**config.mk**
```make
export PLATFORM = sky130hd
export DESIGN_NAME = lje_mul
export DESIGN_NICKNAME = d
export VERILOG_FILES = /design/src/rtl/core/lje_pkg.sv /design/src/rtl/core/lje_mul.sv
export SDC_FILE = /design/constraint.sdc
export NUM_CORES = 2
export LEC_CHECK = 0
export ABC_AREA = 1
export BUFFER_PORTS_ARGS = -buffer_cell sky130_fd_sc_hd__buf_2
export CAP_MARGIN = 20
export CORE_UTILIZATION = 37
export DETAILED_ROUTE_END_ITERATION = 8
export GPL_TIMING_DRIVEN = 0
export SLEW_MARGIN = 40
export SYNTH_ARGS = -nofsm -noshare
export SYNTH_HDL_FRONTEND = slang
export SYNTH_SLANG_ARGS = --single-unit
```
**constraint.sdc**
```tcl
create_clock -name i_clk -period 6.4 [get_ports i_clk]
set_clock_uncertainty 0.05 [all_clocks]
set_input_delay 0.64 -clock i_clk [delete_from_list [all_inputs] [get_ports i_clk]]
set_output_delay 0.64 -clock i_clk [all_outputs]
set_load 0.01 [all_outputs]
```
**src/rtl/core/lje_pkg.sv**
```systemverilog
// ----------------------------------------------------------------------------
// lje_pkg
// shared constants and types for the lennard-jones energy sum block
// ----------------------------------------------------------------------------
`default_nettype none

package lje_pkg;

    localparam int MAX_PARTICLES = 128;
    localparam int ADDR_W        = $clog2(MAX_PARTICLES);
    localparam int CNT_W         = $clog2(MAX_PARTICLES + 1);

    localparam int POS_W   = 24;
    localparam int VEL_W   = 32;
    localparam int ENTRY_W = 3 * POS_W;
    localparam int MAG_W   = 26;
    localparam int R_W     = 52;
    localparam int Q_W     = 64;
    localparam int ROOT_W  = 32;
    localparam int DIV_STEPS = 69;

    localparam logic [POS_W-1:0] BOX_RESET = 24'd3355443;
    localparam logic [R_W-1:0]   R_LIMIT   = 52'd8388608;
    localparam logic [63:0]      SPOS_MAX  = 64'h7FFF_FFFF_FFFF_FFFF;

    typedef enum logic [1:0] {
        REG_BOX_X = 2'd0,
        REG_BOX_Y = 2'd1,
        REG_BOX_Z = 2'd2,
        REG_NONE  = 2'd3
    } t_reg;

endpackage

`default_nettype wire

```
**src/rtl/core/lje_mul.sv**
```systemverilog
// ----------------------------------------------------------------------------
// lje_mul
// shared 32x32 unsigned multiplier with registered product
// ----------------------------------------------------------------------------
`default_nettype none

module lje_mul import lje_pkg::*; (
    input  wire logic        i_clk,
    input  wire logic [31:0] i_a,
    input  wire logic [31:0] i_b,
    output logic      [63:0] o_p
);

    logic [63:0] r_p;

    always_ff @(posedge i_clk) begin
        r_p <= i_a * i_b;
    end

    assign o_p = r_p;

endmodule

`default_nettype wire

```
==> impl_metrics.tcl <==
set metrics [dict create \
    worstPathMaxFanout 5 \
    die_h_um 320 \
    drive_gt1_share_pct 21.0 \
    drv_slew 0 \
    start_util_pct 37.3 \
    placedCellCount 6452 \
    end_kind "flip-flop" \
    final_antenna_net_count 0 \
    setup_viol 41 \
    worstMarginPinSlew_ns 0.777 \
    dp_hpwl_um 123000 \
    cts_tree "done" \
    detail_route.first_pass.iterations 6 \
    critPathArrivalTime_ns 6.90 \
    synth_top_cell_by_area "fa_1" \
    final_common_cell "inv_1" \
    cap_violations 0 \
    dieArea_mm2 0.102 \
    fp-row-count 116 \
    htreeDepth 3 \
    status "finished with violations" \
    synth_top_cell_area_share_pct 48.0 \
    whs_path_depth 3 \
    cts_sinks 64 \
    grt_remaining_overflow 0 \
    grt_pass1_vias 33600 \
    vias 33000 \
    ys_seq_area_share_pct 3.43 \
    track_usage_pct 28.9 \
    cts_hold_buf 0 \
    grt_max_degree 12 \
    critPathLaunchType "input port" \
    relSlewSlack_pct 48.2 \
    drtIter0Drc 2951 \
    setup_ws_ns -0.298 \
    gp_congestion 1.01 \
    synthDistinctLibCells 23 \
    post-route-min-period_ns 6.70 \
    hold-path-endpoint "o_p[0]" \
    clockBufferDepth 2 \
    syn_to_final_growth_pct 28.0 \
    ios 129 \
    synth.area.top_cells "fa_1 (48%), inv_1 (17%), nand2_1 (16%), ha_1 (8.8%), dfxtp_1 (3.4%)" \
    min_from "i_b[0]" \
    die_w_um 320 \
    violations "negative setup slack" \
    rsz0062_at_grt "yes" \
    synthCells 5023 \
    port_buffers 128 \
    antenna_found_initial 6 \
    drc 0 \
    synth_warnings 0 \
    largest_reg_flops 64 \
    crit_required_ns 6.60 \
    yosys_register_bits 64 \
    finalHoldViolCount 0 \
    clk_pin_slew_ns 0.06 \
    root_buffer "clkbuf_16" \
    min_path_type "in2reg" \
    cts_inserted_buffers 9 \
    crit_path_start "i_a[22]" \
    wl_um 147000 \
    synth.net_count 6247 \
    vias_per_cell 4.93 \
    final_cells 6693 \
    final_cell_mix "inv_1 (1621), nand2_1 (1367), fa_1 (820)" \
    nFillCells 9679 \
    fin_nets 6614 \
    avgSynthCellArea_um2 7.45 \
    wl_per_cell_um 22.0 \
    crit_type "in2reg" \
    core_area_mm2 0.100 \
    grt_pass1_wl_um 215000 \
    post-route-period-util_pct 105 \
    synth_area_mm2 0.0374 \
    max_freq_mhz 149 \
]
-- final cells by class --
class | instances | area [um^2] | area share (%)
Clock buffer | 11 | 243 | 0.507
Multi-Input combinational cell | 3032 | 31200 | 65.1
Buffer | 192 | 3650 | 7.64
Clock inverter | 4 | 77.6 | 0.162
Tap cell | 1298 | 1620 | 3.39
Sequential cell | 64 | 1280 | 2.68
Timing Repair Buffer | 356 | 3270 | 6.84
Antenna cell | 1 | 2.50 | 0.00523
Inverter | 1735 | 6540 | 13.7
-- timing repair --
action	in CTS	in global routing
endpoints found under the hold margin	0	0
setup buffers	171	47
cloned	7	1
pin swaps	213	288
resized for setup	1082	357
setup endpoints to repair	49	48
-- metal layers --
metal / share of wire (%) / vias to the layer above / wire, um / GRT usage, %
met5: 0.040 / - / 59 / 0
met4: 6.9 / 8 / 10200 / 14.7
met3: 11 / 434 / 16400 / 6.51
met2: 45 / 1738 / 65700 / 45.5
met1: 37 / 16400 / 55100 / 37.3
li1: - / 14400 / - / -
-- kinds of logic (layout without fill, tap and decap cells) --
kind of cell / after synthesis / after routing / synth area share (%)
compound gates: 57 / 57 / 0.853
xor+xnor: 35 / 35 / 0.820
fa+ha+maj: 1159 / 1159 / 56.8
buf+inv: 1927 / 2298 / 19.3
flops: 64 / 64 / 3.43
other cells: 0 / 1 / 0
simple gates: 1781 / 1781 / 18.8
-- worst max-delay path: stages --
cell and delay (ns):
buf_12 0.12, buf_4 0.14, clkbuf_16 0.16, nand2_2 0.07, inv_2 0.04, fa_1 0.47, inv_1 0.05, fa_1 0.49
fa_2 0.50, fa_1 0.59, inv_2 0.05, fa_1 0.49, fa_1 0.55, fa_2 0.62, fa_2 0.49, ha_4 0.34
nand2_4 0.09, nor2_4 0.12, buf_4 0.15, a21oi_4 0.07, buf_6 0.13, o21bai_4 0.12, inv_1 0.09, nand2_2 0.09
xor2_2 0.21
-- stage by stage --
stage	cell area (um^2)	util [%]	setup slack, ns	setup TNS (ns)	hold slack (ns)
floorplan	37400	-	0.000763	0	0.688
global placement	39700	39.6	-1.66	-70.19	0.981
detailed placement	39800	39.8	-1.56	-64.07	0.983
CTS	46400	46.3	-0.211	-3.95	0.610
global route	47900	47.8	-0.391	-11.97	0.624
finish	47900	47.8	-0.298	-7.23	0.629
-- cell usage after synthesis, drive strengths merged --
| library cell | instances |
|---|---|
| a21oi | 43 |
| clkbuf | 192 |
| dfxtp | 64 |
| fa | 896 |
| ha | 263 |
| inv | 1735 |
| nand2 | 1581 |
| nand3 | 65 |
| nand4 | 16 |
| nor2 | 101 |
| nor3 | 18 |
| o21ai | 2 |
| o21bai | 12 |
| xnor2 | 2 |
| xor2 | 33 |
-- how the worst max path moves through the flow --
stage	to	slack [ns]
2_1_floorplan	o_p[60]	0.0008
3_3_place_gp	o_p[31]	-1.66
3_5_place_dp	o_p[23]	-1.56
4_1_cts	o_p[51]	-0.21
5_1_grt	o_p[61]	-0.39
6_report	o_p[33]	-0.30
Power is left out: the tool's default activity adds up to more than one toggle a clock period on the data nets, which glitch-free logic cannot reach.
