**config.mk**
```make
export PLATFORM = sky130hd
export DESIGN_NAME = lje_sqrt
export DESIGN_NICKNAME = d
export VERILOG_FILES = /design/src/rtl/core/lje_pkg.sv /design/src/rtl/core/lje_sqrt.sv
export SDC_FILE = /design/constraint.sdc
export NUM_CORES = 1
export LEC_CHECK = 0
export BUFFER_PORTS_ARGS = -buffer_cell sky130_fd_sc_hd__buf_2
export CORE_AREA = 4 4 140 277
export DETAILED_ROUTE_END_ITERATION = 8
export DIE_AREA = 0 0 144 281
export GPL_ROUTABILITY_DRIVEN = 0
export GPL_TIMING_DRIVEN = 0
export SYNTH_ARGS = -nofsm -noshare
export SYNTH_HDL_FRONTEND = slang
export SYNTH_SLANG_ARGS = --single-unit
```
**constraint.sdc**
```tcl
create_clock -name i_clk -period 9.77 [get_ports i_clk]
set_clock_uncertainty 0.15 [all_clocks]
set_input_delay 0.977 -clock i_clk [delete_from_list [all_inputs] [get_ports i_clk]]
set_output_delay 0.977 -clock i_clk [all_outputs]
set_load 0.01 [all_outputs]
```
**src/rtl/core/lje_pkg.sv**
```systemverilog
// ----------------------------------------------------------------------------
// lje_pkg
// shared constants and types for the lennard-jones energy sum block
// ----------------------------------------------------------------------------
`default_nettype none

package lje_pkg;

    localparam int MAX_PARTICLES = 128;
    localparam int ADDR_W        = $clog2(MAX_PARTICLES);
    localparam int CNT_W         = $clog2(MAX_PARTICLES + 1);

    localparam int POS_W   = 24;
    localparam int VEL_W   = 32;
    localparam int ENTRY_W = 3 * POS_W;
    localparam int MAG_W   = 26;
    localparam int R_W     = 52;
    localparam int Q_W     = 64;
    localparam int ROOT_W  = 32;
    localparam int DIV_STEPS = 69;

    localparam logic [POS_W-1:0] BOX_RESET = 24'd3355443;
    localparam logic [R_W-1:0]   R_LIMIT   = 52'd8388608;
    localparam logic [63:0]      SPOS_MAX  = 64'h7FFF_FFFF_FFFF_FFFF;

    typedef enum logic [1:0] {
        REG_BOX_X = 2'd0,
        REG_BOX_Y = 2'd1,
        REG_BOX_Z = 2'd2,
        REG_NONE  = 2'd3
    } t_reg;

endpackage

`default_nettype wire

```
**src/rtl/core/lje_sqrt.sv**
```systemverilog
// ----------------------------------------------------------------------------
// lje_sqrt
// iterative floor square root of a 64-bit value, two radicand bits a cycle
// ----------------------------------------------------------------------------
`default_nettype none

module lje_sqrt import lje_pkg::*; (
    input  wire logic              i_clk,
    input  wire logic              i_rst_n,
    input  wire logic              i_start,
    input  wire logic [63:0]       i_x,
    output logic                   o_done,
    output logic      [ROOT_W-1:0] o_root
);

    logic [63:0] r_x;
    logic [63:0] r_res;
    logic [4:0]  r_idx;
    logic        r_busy;
    logic        r_done;
    logic [63:0] w_bit;
    logic [63:0] w_t;
    logic        w_ge;

    assign w_bit = 64'd1 << {r_idx, 1'b0};
    assign w_t   = r_res + w_bit;
    assign w_ge  = (r_x >= w_t);

    always_ff @(posedge i_clk) begin
        if (!i_rst_n) begin
            r_busy <= 1'b0;
            r_done <= 1'b0;
        end else begin
            r_done <= 1'b0;
            if (i_start) begin
                r_x    <= i_x;
                r_res  <= '0;
                r_idx  <= 5'd31;
                r_busy <= 1'b1;
            end else if (r_busy) begin
                if (w_ge) begin
                    r_x   <= r_x - w_t;
                    r_res <= (r_res >> 1) + w_bit;
                end else begin
                    r_res <= r_res >> 1;
                end
                r_idx <= r_idx - 5'd1;
                if (r_idx == 5'd0) begin
                    r_busy <= 1'b0;
                    r_done <= 1'b1;
                end
            end
        end
    end

    assign o_done = r_done;
    assign o_root = r_res[ROOT_W-1:0];

endmodule

`default_nettype wire

```
==> out/metrics.csv <==
metric,value,unit
status,completed,
syn_nets,1994,
chip height,281,um
chip width,144,um
Fillers,3697,
DP HPWL,42.4,mm
dpl cells,2347,
post-synthesis cell type count,84,
register area share after synthesis,27.7,%
drt pass-1 iters,7,
share of the synthesized area in the top cell type,27.4,%
synthesized cell area,14600,um^2
footprint of the multi-input gates,9820,um^2
global route total overflow,0,
Syn-to-layout area delta,11.4,%
max-slew violations,0,
Seq pwr share,34.1,%
Ant. Diodes,0,
Max Root-Sink Buffers,2,
Core Region,36500,um^2
Clock Pin Slew Worst Setup and Hold Paths,60,ps
combinational cell fraction of total power,37.4,%
clock buffer count from CTS,17,
RSZ-0062 raised after global routing,false,
Slew headroom,24.7,%
fraction of registers with async set/reset,0,%
sw power,0.000883,W
final setup vio count,0,
Post-Route WL,52.8,mm
layout cell share with drive strength beyond 1,11.4,%
Fmax,0.114,GHz
Antenna Violating Nets Remaining,0,
Post-synth EDFFs,133,
FF-to-FF path depth,26,
Tmin final,8790,ps
Critical Path RT,9760,ps
dominant synthesized flop cell,edfxtp_1,
detail-routed via count per cell,6.04,
number of max-cap violations,0,
Post-synth top cells,"nand2_1, nor2_1, o21ai_0",
worst hold endpoint,o_done,
YS warnings,0,
Worst R2R Setup Slack,980,ps
Initial Util,39.8,%
gr usage total,25.6,%
Worst Setup End Kind,flop,
"top cells by area, synth","edfxtp_1, ha_1, nand2_1",
WL per Instance,22.2,um
CP Data Arrival Time,8780,ps
Mapped Cells,1793,
root buf cell,clkbuf_16,
top-count cell post-synth,nand2_1,
average cell area after synthesis,8.12,um^2
number of antenna violations at the first check in global routing,0,
"Slowest-stage cell, CP",o41ai_2,
Critical Path Start Type,flop,
crit-path max FO,30,
vias in the first global route,14600,
worst hold path depth,1,
die area,40500,um^2
Final Power,0.00229,W
Final Cycle Share,89.9,%
total number of H-tree levels,4,
Post CTS Setup Buffer Count,0,
clock sink count,135,
IO buf count,98,
Hold WC Path Type,flop to flop,
PwrDens,141,nW/um^2
Boundary Pins,100,
largest net degree at the start of global routing,70,
Final Hold Viols,0,
clock group share of total power,28.5,%
drt drc,0,
post-cts hold buffer count,0,
PostCTS Resize Cnt,0,
Post-Layout Cell Count,2378,
Synth Register Bits,135,
Sw Ratio,38.6,%
Yosys top cell by area,edfxtp_1,
crit-path max cell delay,820,ps
vias post-DR,14400,
terminus of the critical flop-to-flop path,r_x[41],
Cell Int Power,0.00141,W
wire length of the first global-routing pass,78.9,mm
Leak Pwr,6.19,nW
worst ir drop on vdd,131,uV
Reg area,4030,um^2
nets,2113,
final core utilization,44.3,%
Worst Hold Launch,r_busy,
Row Count,99,
Critical R2R Launch,r_idx[3],
worst slew pin tran,1120,ps
worst skew pair latency,460,ps
Setup CP Type,flop to flop,
CTS tree,done,
Detailed Route Iter0 Violations,1072,
==> kinds of logic (layout without fill, tap and decap cells) <==
kind of cell / Yosys count / count (layout) / synth area share [%]
muxes: 9 / 9 / 0.671
xor gates and xnor gates: 168 / 168 / 10.1
buffers and inverters: 148 / 279 / 4.84
AOI/OAI and AO/OA: 555 / 555 / 24.4
adders and majority gates: 135 / 135 / 11.7
and+or+nand+nor: 643 / 643 / 20.6
DFF: 135 / 135 / 27.7
==> power groups by stage <==
stage	clock network, W	registers, W	logic (W)
after global placement	0	0.000794	0.000829
after floorplan	0	0.000761	0.000609
final	0.000653	0.000781	0.000856
after global routing	0.000677	0.000783	0.000939
after CTS	0.000658	0.000778	0.000850
after detailed placement	0	0.000790	0.000844
==> worst max-delay path, delay by kind of cell (launching register included) <==
| kind | cells | cell delay [ps] |
|---|---|---|
| AO/OA/AOI/OAI | 10 | 2780 |
| adder cells (fa/ha/maj) | 4 | 1100 |
| buffers and inverters | 5 | 1500 |
| flip-flops | 1 | 380 |
| AND/OR/NAND/NOR | 7 | 2490 |
==> cells in the final DEF (no fill, tap or decap), types with 8 or more instances in the layout <==
cell type  count
o31ai_1       11
clkbuf_16     17
o21a_1        16
nand3_1       40
xnor2_1       73
o21ai_1        9
buf_2        105
a21oi_1      139
or3_1         17
nand2b_1      28
a31o_2        11
o21bai_1      21
a31oi_1       53
ha_1         133
a21o_1        31
inv_1         39
a211oi_1      32
nor2b_1       15
xor2_1        95
clkbuf_1      68
nor2_1       167
nor4_1         8
nand2_1      233
nor3_1        29
and2_1        16
o21ai_0      160
and3_1        23
edfxtp_1     133
nand4_1       37
buf_4         33
==> through the flow <==
step	hold slack, ps	area (um^2)	TNS [ps]	setup slack (ps)
floorplan	297	14600	0	716
global placement	313	15600	-180200	-2820
detailed placement	322	15700	0	1040
CTS	334	16200	0	1020
global route	348	16200	0	443
finish	333	16200	0	982
==> how the worst max path moves through the flow <==
stage / end / slack, ps / start / cells after the start
after floorplan: r_x[0] / 720 / r_idx[2] / 25
after global placement: r_x[33] / -2820 / r_idx[3] / 25
after detailed placement: r_x[34] / 1040 / r_idx[4] / 26
after CTS: r_x[36] / 1020 / r_idx[4] / 26
after global routing: r_x[23] / 440 / r_idx[4] / 26
final: r_x[41] / 980 / r_idx[3] / 26
==> cell type report <==
| cell class | count | share of cell area, % |
|---|---|---|
| flip-flops and latches | 135 | 24.9 |
| multi-input cells | 1510 | 60.6 |
| well taps | 454 | 3.51 |
| repair buffers | 100 | 3.27 |
| clock inverters | 10 | 0.656 |
| inverters | 40 | 0.942 |
| clock buffers | 21 | 2.72 |
| plain buffers | 108 | 3.42 |
==> sequential cells by signal, indices dropped and copies added, names as in the netlist <==
register / flops
r_busy: 1
o_done: 1
r_res: 64
r_idx: 5
r_x: 64
==> metal layers <==
metal | global-route usage [%] | part of all wire [%] | up-vias
met3 | 2.74 | 4.0 | 216
met1 | 24.3 | 34 | 6778
met2 | 48.2 | 54 | 557
met4 | 20.1 | 8.8 | 0
met5 | 0 | 0 | -
li1 | - | - | 6819
(Power assumes the default switching activity.)
