File: src/rtl/core/lje_pkg.sv
// ----------------------------------------------------------------------------
// lje_pkg
// shared constants and types for the lennard-jones energy sum block
// ----------------------------------------------------------------------------
`default_nettype none

package lje_pkg;

    localparam int MAX_PARTICLES = 128;
    localparam int ADDR_W        = $clog2(MAX_PARTICLES);
    localparam int CNT_W         = $clog2(MAX_PARTICLES + 1);

    localparam int POS_W   = 24;
    localparam int VEL_W   = 32;
    localparam int ENTRY_W = 3 * POS_W;
    localparam int MAG_W   = 26;
    localparam int R_W     = 52;
    localparam int Q_W     = 64;
    localparam int ROOT_W  = 32;
    localparam int DIV_STEPS = 69;

    localparam logic [POS_W-1:0] BOX_RESET = 24'd3355443;
    localparam logic [R_W-1:0]   R_LIMIT   = 52'd8388608;
    localparam logic [63:0]      SPOS_MAX  = 64'h7FFF_FFFF_FFFF_FFFF;

    typedef enum logic [1:0] {
        REG_BOX_X = 2'd0,
        REG_BOX_Y = 2'd1,
        REG_BOX_Z = 2'd2,
        REG_NONE  = 2'd3
    } t_reg;

endpackage

`default_nettype wire

File: src/rtl/core/lje_div.sv
// ----------------------------------------------------------------------------
// lje_div
// bit-serial restoring divider computing floor(2^68 / r), one bit a cycle
// ----------------------------------------------------------------------------
`default_nettype none

module lje_div import lje_pkg::*; (
    input  wire logic           i_clk,
    input  wire logic           i_rst_n,
    input  wire logic           i_start,
    input  wire logic [R_W-1:0] i_den,
    output logic                o_done,
    output logic      [Q_W-1:0] o_quo
);

    logic [R_W-1:0] r_den;
    logic [R_W-1:0] r_rem;
    logic [Q_W-1:0] r_q;
    logic [6:0]     r_idx;
    logic           r_busy;
    logic           r_done;
    logic [R_W:0]   w_sh;
    logic           w_ge;

    assign w_sh = {r_rem, (r_idx == 7'(DIV_STEPS - 1))};
    assign w_ge = (w_sh >= {1'b0, r_den});

    always_ff @(posedge i_clk) begin
        if (!i_rst_n) begin
            r_busy <= 1'b0;
            r_done <= 1'b0;
        end else begin
            r_done <= 1'b0;
            if (i_start) begin
                r_den  <= i_den;
                r_rem  <= '0;
                r_q    <= '0;
                r_idx  <= 7'(DIV_STEPS - 1);
                r_busy <= 1'b1;
            end else if (r_busy) begin
                r_rem <= w_ge ? R_W'(w_sh - {1'b0, r_den}) : w_sh[R_W-1:0];
                r_q   <= {r_q[Q_W-2:0], w_ge};
                r_idx <= r_idx - 7'd1;
                if (r_idx == 7'd0) begin
                    r_busy <= 1'b0;
                    r_done <= 1'b1;
                end
            end
        end
    end

    assign o_done = r_done;
    assign o_quo  = r_q;

endmodule

`default_nettype wire

File: config.mk
export PLATFORM = sky130hd
export DESIGN_NAME = lje_div
export DESIGN_NICKNAME = d
export VERILOG_FILES = /design/src/rtl/core/lje_pkg.sv /design/src/rtl/core/lje_div.sv
export SDC_FILE = /design/constraint.sdc
export NUM_CORES = 1
export LEC_CHECK = 0
export BUFFER_PORTS_ARGS = -buffer_cell sky130_fd_sc_hd__buf_2
export CAP_MARGIN = 20
export CORE_AREA = 2 2 145 147
export DETAILED_ROUTE_END_ITERATION = 8
export DIE_AREA = 0 0 147 149
export PLACE_DENSITY = 0.69
export SLEW_MARGIN = 10
export SYNTH_ARGS = -nofsm -noshare
export SYNTH_HDL_FRONTEND = slang
export SYNTH_SLANG_ARGS = --single-unit
File: constraint.sdc
create_clock -name i_clk -period 5.4 [get_ports i_clk]
set_clock_uncertainty 0.05 [all_clocks]
set_input_delay 0.81 -clock i_clk [delete_from_list [all_inputs] [get_ports i_clk]]
set_output_delay 0.81 -clock i_clk [all_outputs]
set_load 0.005 [all_outputs]
==> metrics.md, run 1 <==
| Metric | Value |
|---|---|
| Outcome | `completed` |
| Share of layout cells above drive strength 1 | `16.5%` |
| Post-DRT Antenna Nets | `0` |
| Core area | `20600 sq um` |
| Worst setup startpoint | `r_idx[3]$_SDFFCE_PP0P_` |
| CP max FO | `5` |
| Post-DP HPWL | `15600 um` |
| Vias per inst | `5.48` |
| Final setup violation count | `0` |
| Net Switching | `1.24 mW` |
| CP required | `5.55 ns` |
| First-pass GRT wire length | `35700 um` |
| Max Fclk | `0.246 GHz` |
| Num ports | `120` |
| Hold buffers post-CTS | `0` |
| Max-capacitance violation count | `0` |
| Routed wire length | `22000 um` |
| HP Start | `i_den[1]` |
| TritonRoute pass-1 iters | `5` |
| Largest net degree at the start of global routing | `72` |
| Post-Synthesis Cell Area | `10000 sq um` |
| Sequential area share after synthesis | `52.9%` |
| Cell Chain, Critical Path | `nor3_1 -> nand4_1 -> ha_1 -> fa_1 -> inv_1 -> a21oi_1 -> o221ai_1 -> a211o_1 -> o21ai_0 -> o21ai_0 -> a21boi_0 -> xnor2_1 -> a21o_1` |
| Sequential power share | `43.6%` |
| Postcts setup bufs | `0` |
| FF-to-FF Start | `r_idx[3]$_SDFFCE_PP0P_` |
| Share of total power in the clock network | `31.8%` |
| DRC viols | `0` |
| Final Power | `3.90 mW` |
| Sw Ratio | `31.7%` |
| Die Wd | `147 um` |
| Post-cts resize count | `0` |
| Via count | `7229` |
| YS warnings | `0` |
| Final net count | `1142` |
| Max stage delay on crit path | `0.57 ns` |
| Max-slew violations | `0` |
| Num CTS Buffers | `17` |
| DRT iter0 DRCs | `556` |
| Most frequent cells in the layout | `edfxtp_1, buf_2, nor2_1` |
| CTS clk-pin slew, worst paths | `0.07 ns` |
| Gate Count Post-Synth | `919` |
| Vias in the first global route | `7004` |
| Die Ht | `149 um` |
| H-Tree Depth | `4` |
| Finished Layout Cells | `1320` |
| Ant diodes | `0` |
| DP Cell Count | `1288` |
| Clock Path Buffers | `2` |
| Synth Flop Type | `edfxtp_1` |
| Area grow syn2layout | `14.6%` |
| Slew margin rel. | `38.1%` |
| Initial Utilization | `48.6%` |
| Pleak | `4.68 nW` |
| Async SR Flop Fraction | `0%` |
| Routed length per instance | `16.6 um` |
| Number of flops mapped to enable cells by yosys | `175` |
| Netlist cell types | `70` |
| Hold Path Class | `in -> reg` |
| Grt ovf | `0` |
| Routability Congestion | `0.899` |
| PwrDens | `340 nW/um^2` |
| Tightest Pin Transition | `0.926 ns` |
| Slowest CP cell | `o21ai_0` |
| Antenna violations before repair | `0` |
| Die area | `21900 sq um` |
| Worst skew pair latency | `0.45 ns` |
| Buf/Inv on CP | `1` |
| Final min period | `4.06 ns` |
| Most common cell after layout, fill and taps aside | `edfxtp_1` |
| RSZ-0062 raised after global routing | `no` |
| Clock Tree Root | `clkbuf_16` |
| Buffers on Ports | `119` |
| Crit path DAT | `4.21 ns` |
| Avg Inst Size Synth | `10.9 sq um` |
| Final TNS setup | `0 ns` |
| Total GRT Usage | `20.4%` |
| Crit path max-delay family | `compound AO/OA/AOI/OAI gates` |
| Final period util | `75.2%` |
| Clk sinks | `177` |
| # rows | `53` |
| Post-Syn Nets | `1029` |
| Register bit total from synthesis | `177` |
| Worst Setup End Kind | `flop` |
| Number of hold violations in the final report | `0` |
| CP startpoint kind | `flop` |
| Crit Path Class | `reg -> reg` |
| Comb pwr share | `24.6%` |
| Worst vdd ir | `188 uV` |
| Internal cell power | `2.66 mW` |
| TritonCTS clock tree | `yes` |
| Most frequent CP cell | `o21ai_0` |
-- registers in the layout (all words and copies together) (netlist names) --
register and flops:
o_quo 64, r_den 52, r_rem 52, r_idx 7, o_done 1, r_busy 1
-- per-layer routing --
metal	wire (um)	GRT usage (%)	vias up
li1	-	-	3603
met1	10200	27.8	3430
met2	10500	33.8	164
met3	905	3.36	32
met4	373	6.01	0
met5	0	0	-
-- through the flow --
step | worst slack (ns) | util (%) | cell area, sq um | hold WS (ns)
6_report | 1.34 | 55.8 | 11500 | 0.485
5_1_grt | 0.995 | 55.8 | 11500 | 0.476
4_1_cts | 1.40 | 55.8 | 11500 | 0.482
3_5_place_dp | 1.41 | 52.9 | 10900 | 0.472
3_3_place_gp | 1.54 | 52.9 | 10900 | 0.454
2_1_floorplan | 0.867 | - | 10000 | 0.392
-- cell families after synthesis --
logic type / share of synthesized area [%]
adders and majority gates: 6.96
muxes: 3.00
AOI/OAI and AO/OA: 13.8
buffers and inverters: 3.80
DFF: 52.9
and+or+nand+nor: 15.7
xor gates and xnor gates: 3.77
-- worst register-to-register path, delay by kind of cell, from the launching register on --
kind | cells | cell delay (ns)
adders and majority gates | 2 | 0.65
buffers and inverters | 1 | 0.09
and+or+nand+nor | 2 | 0.52
xor gates and xnor gates | 1 | 0.16
DFF | 1 | 0.45
AOI/OAI and AO/OA | 7 | 1.90
-- cell usage after synthesis, types with 5 or more instances --
master,instances,area share (%)
a211o_1,5,0.44
a211oi_1,12,0.90
a21o_1,21,1.6
a21oi_1,64,3.2
a22o_1,6,0.53
a31oi_1,9,0.56
and2_1,5,0.31
and3_1,6,0.38
buf_2,7,0.35
clkbuf_1,21,0.79
edfxtp_1,175,53
ha_1,54,6.8
inv_1,66,2.5
mux2i_1,30,3.0
nand2_1,59,2.2
nand3_1,22,1.1
nand4_1,14,0.88
nor2_1,85,3.2
nor2b_1,69,4.3
nor3_1,13,0.65
nor4_1,6,0.38
o21a_1,13,0.98
o21ai_0,36,1.8
o21bai_1,6,0.45
xnor2_1,31,2.7
xor2_1,12,1.1
-- worst paths after layout --
check	end	depth (start not counted)	slack, ns
max	r_rem[40]$_SDFFCE_PP0P_	13	1.34
min	r_den[1]$_DFFE_PP_	1	0.48
max reg2reg	r_rem[40]$_SDFFCE_PP0P_	13	1.34
min reg2reg	o_done$_SDFF_PP0_	2	0.48
-- power groups by stage --
stage	Clock [mW]	Combinational, mW	Sequential, mW
after floorplan	0	0.716	1.72
after global placement	0	0.938	1.73
after detailed placement	0	0.949	1.73
after CTS	1.26	0.956	1.70
after global routing	1.31	1.07	1.71
final	1.24	0.960	1.70
-- cell type report --
class | count | area [sq um]
well taps | 275 | 344
clock inverters | 14 | 164
flip-flops and latches | 177 | 5300
fillers | 1800 | 9090
multi-input cells | 645 | 4340
repair buffers | 125 | 643
inverters | 66 | 248
clock buffers | 18 | 429
No activity file was read; power rests on OpenSTA's default activity.
==> run 2: changes to the inputs <==
PLACE_DENSITY = 0.72   (was 0.69)
clock period = 3.4 ns   (was 5.4 ns; I/O delays follow)
==> run 2 against run 1 <==
Effect of this change: largest cell class unchanged; sequential share of layout area shrank 1.9 points; critical path type unchanged; largest power group unchanged; final cell count grew 3.3%; non-clock buffer count rose by 43; clock power increased by 58%.
==> metrics.md, run 2 (synthesis gave the netlist of run 1 again) <==
| Metric | Value |
|---|---|
| Clock Tree Root | `clkbuf_16` |
| WHS | `0.190 ns` |
| Clk sinks | `177` |
| Total GRT Usage | `21.2%` |
| Max-capacitance violation count | `0` |
| CP max FO | `5` |
| Routability Congestion | `0.953` |
| Hold Path Class | `in -> reg` |
| CP required | `3.54 ns` |
| CTS clk-pin slew, worst paths | `0.07 ns` |
| Grt ovf | `0` |
| Worst Setup End Kind | `flop` |
| Crit path DAT | `3.42 ns` |
| Most common cell after layout, fill and taps aside | `edfxtp_1` |
| Net Switching | `2.03 mW` |
| Tightest Pin Transition | `0.760 ns` |
| Vias per inst | `5.57` |
| H-Tree Depth | `4` |
| Sequential power share | `42.3%` |
| First-pass GRT wire length | `36900 um` |
| DP Cell Count | `1328` |
| Final period util | `96.4%` |
| Final setup violation count | `0` |
| Pleak | `4.93 nW` |
| Worst skew pair latency | `0.44 ns` |
| Internal cell power | `4.36 mW` |
| Slew margin rel. | `49.4%` |
| Post-DP HPWL | `16500 um` |
| Final TNS setup | `0 ns` |
| Routed length per instance | `17.3 um` |
| Share of layout cells above drive strength 1 | `21.0%` |
| Number of hold violations in the final report | `0` |
| Hold buffers post-CTS | `0` |
| Cell Area, Placed | `11200 sq um` |
| Worst vdd ir | `360 uV` |
| Die Wd | `147 um` |
| Via count | `7588` |
| Ant diodes | `0` |
| Outcome | `completed` |
| CP startpoint kind | `flop` |
| Final instance area | `12000 sq um` |
| TritonCTS clock tree | `yes` |
| Die Ht | `149 um` |
| Core area | `20600 sq um` |
| Final min period | `3.28 ns` |
| Comb pwr share | `27.0%` |
| Area grow syn2layout | `19.7%` |
| DRC viols | `0` |
| DRT iter0 DRCs | `654` |
| Final net count | `1185` |
| Max-slew violations | `0` |
| Finished Layout Cells | `1363` |
| Sw Ratio | `31.8%` |
| Num CTS Buffers | `17` |
| Max FFs per register | `64` |
| Max Fclk | `0.305 GHz` |
| Most frequent cells in the layout | `edfxtp_1, buf_2, nor2_1` |
| Largest net degree at the start of global routing | `68` |
| Die area | `21900 sq um` |
| Share of total power in the clock network | `30.7%` |
| Num ports | `120` |
| TritonRoute pass-1 iters | `5` |
| Vias in the first global route | `7270` |
| Initial Utilization | `48.6%` |
| Buffers on Ports | `119` |
| Clock Path Buffers | `2` |
| PwrDens | `534 nW/um^2` |
| # rows | `53` |
| Post-DRT Antenna Nets | `0` |
| Routed wire length | `23500 um` |
| Antenna violations before repair | `0` |
| Crit Path Class | `reg -> reg` |
[run 2: changes by cell type in the layout (fill, tap and decap cells not counted), sizes merged]
cell / change
clkinv: +1
clkbuf: +2
inv: -1
buf: +41
[run 2: power groups by stage]
| stage | Combinational [mW] | Sequential [mW] | Clock [mW] |
|---|---|---|---|
| after floorplan | 1.14 | 2.73 | 0 |
| after global placement | 1.61 | 2.74 | 0 |
| after detailed placement | 1.63 | 2.75 | 0 |
| after CTS | 1.64 | 2.70 | 2.00 |
| after global routing | 1.89 | 2.72 | 2.07 |
| final | 1.72 | 2.70 | 1.96 |
[run 2: cell type report]
class	count	area, sq um
clock buffer	18	429
multi-input combinational	645	4410
clock inverter	14	166
tap	275	344
fill	1739	8590
inverter	66	248
sequential	177	5300
timing repair buffer	168	1080
[run 2: critical path: stages, from the launching register on]
cell and delay, ns:
edfxtp_1 0.41, nor3_2 0.24, nand4_1 0.16, ha_2 0.22
fa_1 0.40, inv_1 0.09, a21oi_1 0.07, o221ai_2 0.23
a211oi_4 0.14, a311oi_2 0.35, nand2b_1 0.21, a21oi_1 0.11
xnor2_1 0.15, a22o_1 0.19
[run 2: timing repair]
item | in CTS | in global routing
resized for setup | 4 | 17
endpoints found under the setup margin | 22 | 51
setup buffers | 0 | 1
pin swaps | 0 | 6
cloned | 0 | 2
[run 2: per-stage QoR]
step                      setup WS (ns)  utilization (%)  power [mW]
after CTS                       0.00140             57.6        6.34
after global placement           0.0380             54.6        4.35
after floorplan                  0.0874                -        3.87
after detailed placement        -0.0146             54.6        4.38
final                             0.121             58.2        6.39
after global routing           -0.00416             58.2        6.69
[run 2: path summary, 6_finish.rpt]
path / from / endpoint / slack (ns) / cells past startpoint
worst min-delay path: i_den[16] / r_den[16]$_DFFE_PP_ / 0.19 / 1
worst max register to register: r_idx[4]$_SDFFCE_PP0P_ / r_rem[42]$_SDFFCE_PP0P_ / 0.12 / 13
worst min register to register: r_busy$_SDFF_PN0_ / o_done$_SDFF_PP0_ / 0.44 / 2
worst max-delay path: r_idx[4]$_SDFFCE_PP0P_ / r_rem[42]$_SDFFCE_PP0P_ / 0.12 / 13
[run 2: per-layer routing]
metal | wire length, um | share of wire, % | GRT usage, %
met1 | 10500 | 45 | 29.4
met2 | 11300 | 48 | 34.4
met3 | 1250 | 5.3 | 2.97
met4 | 471 | 2.0 | 7.93
met5 | 0 | 0 | 0
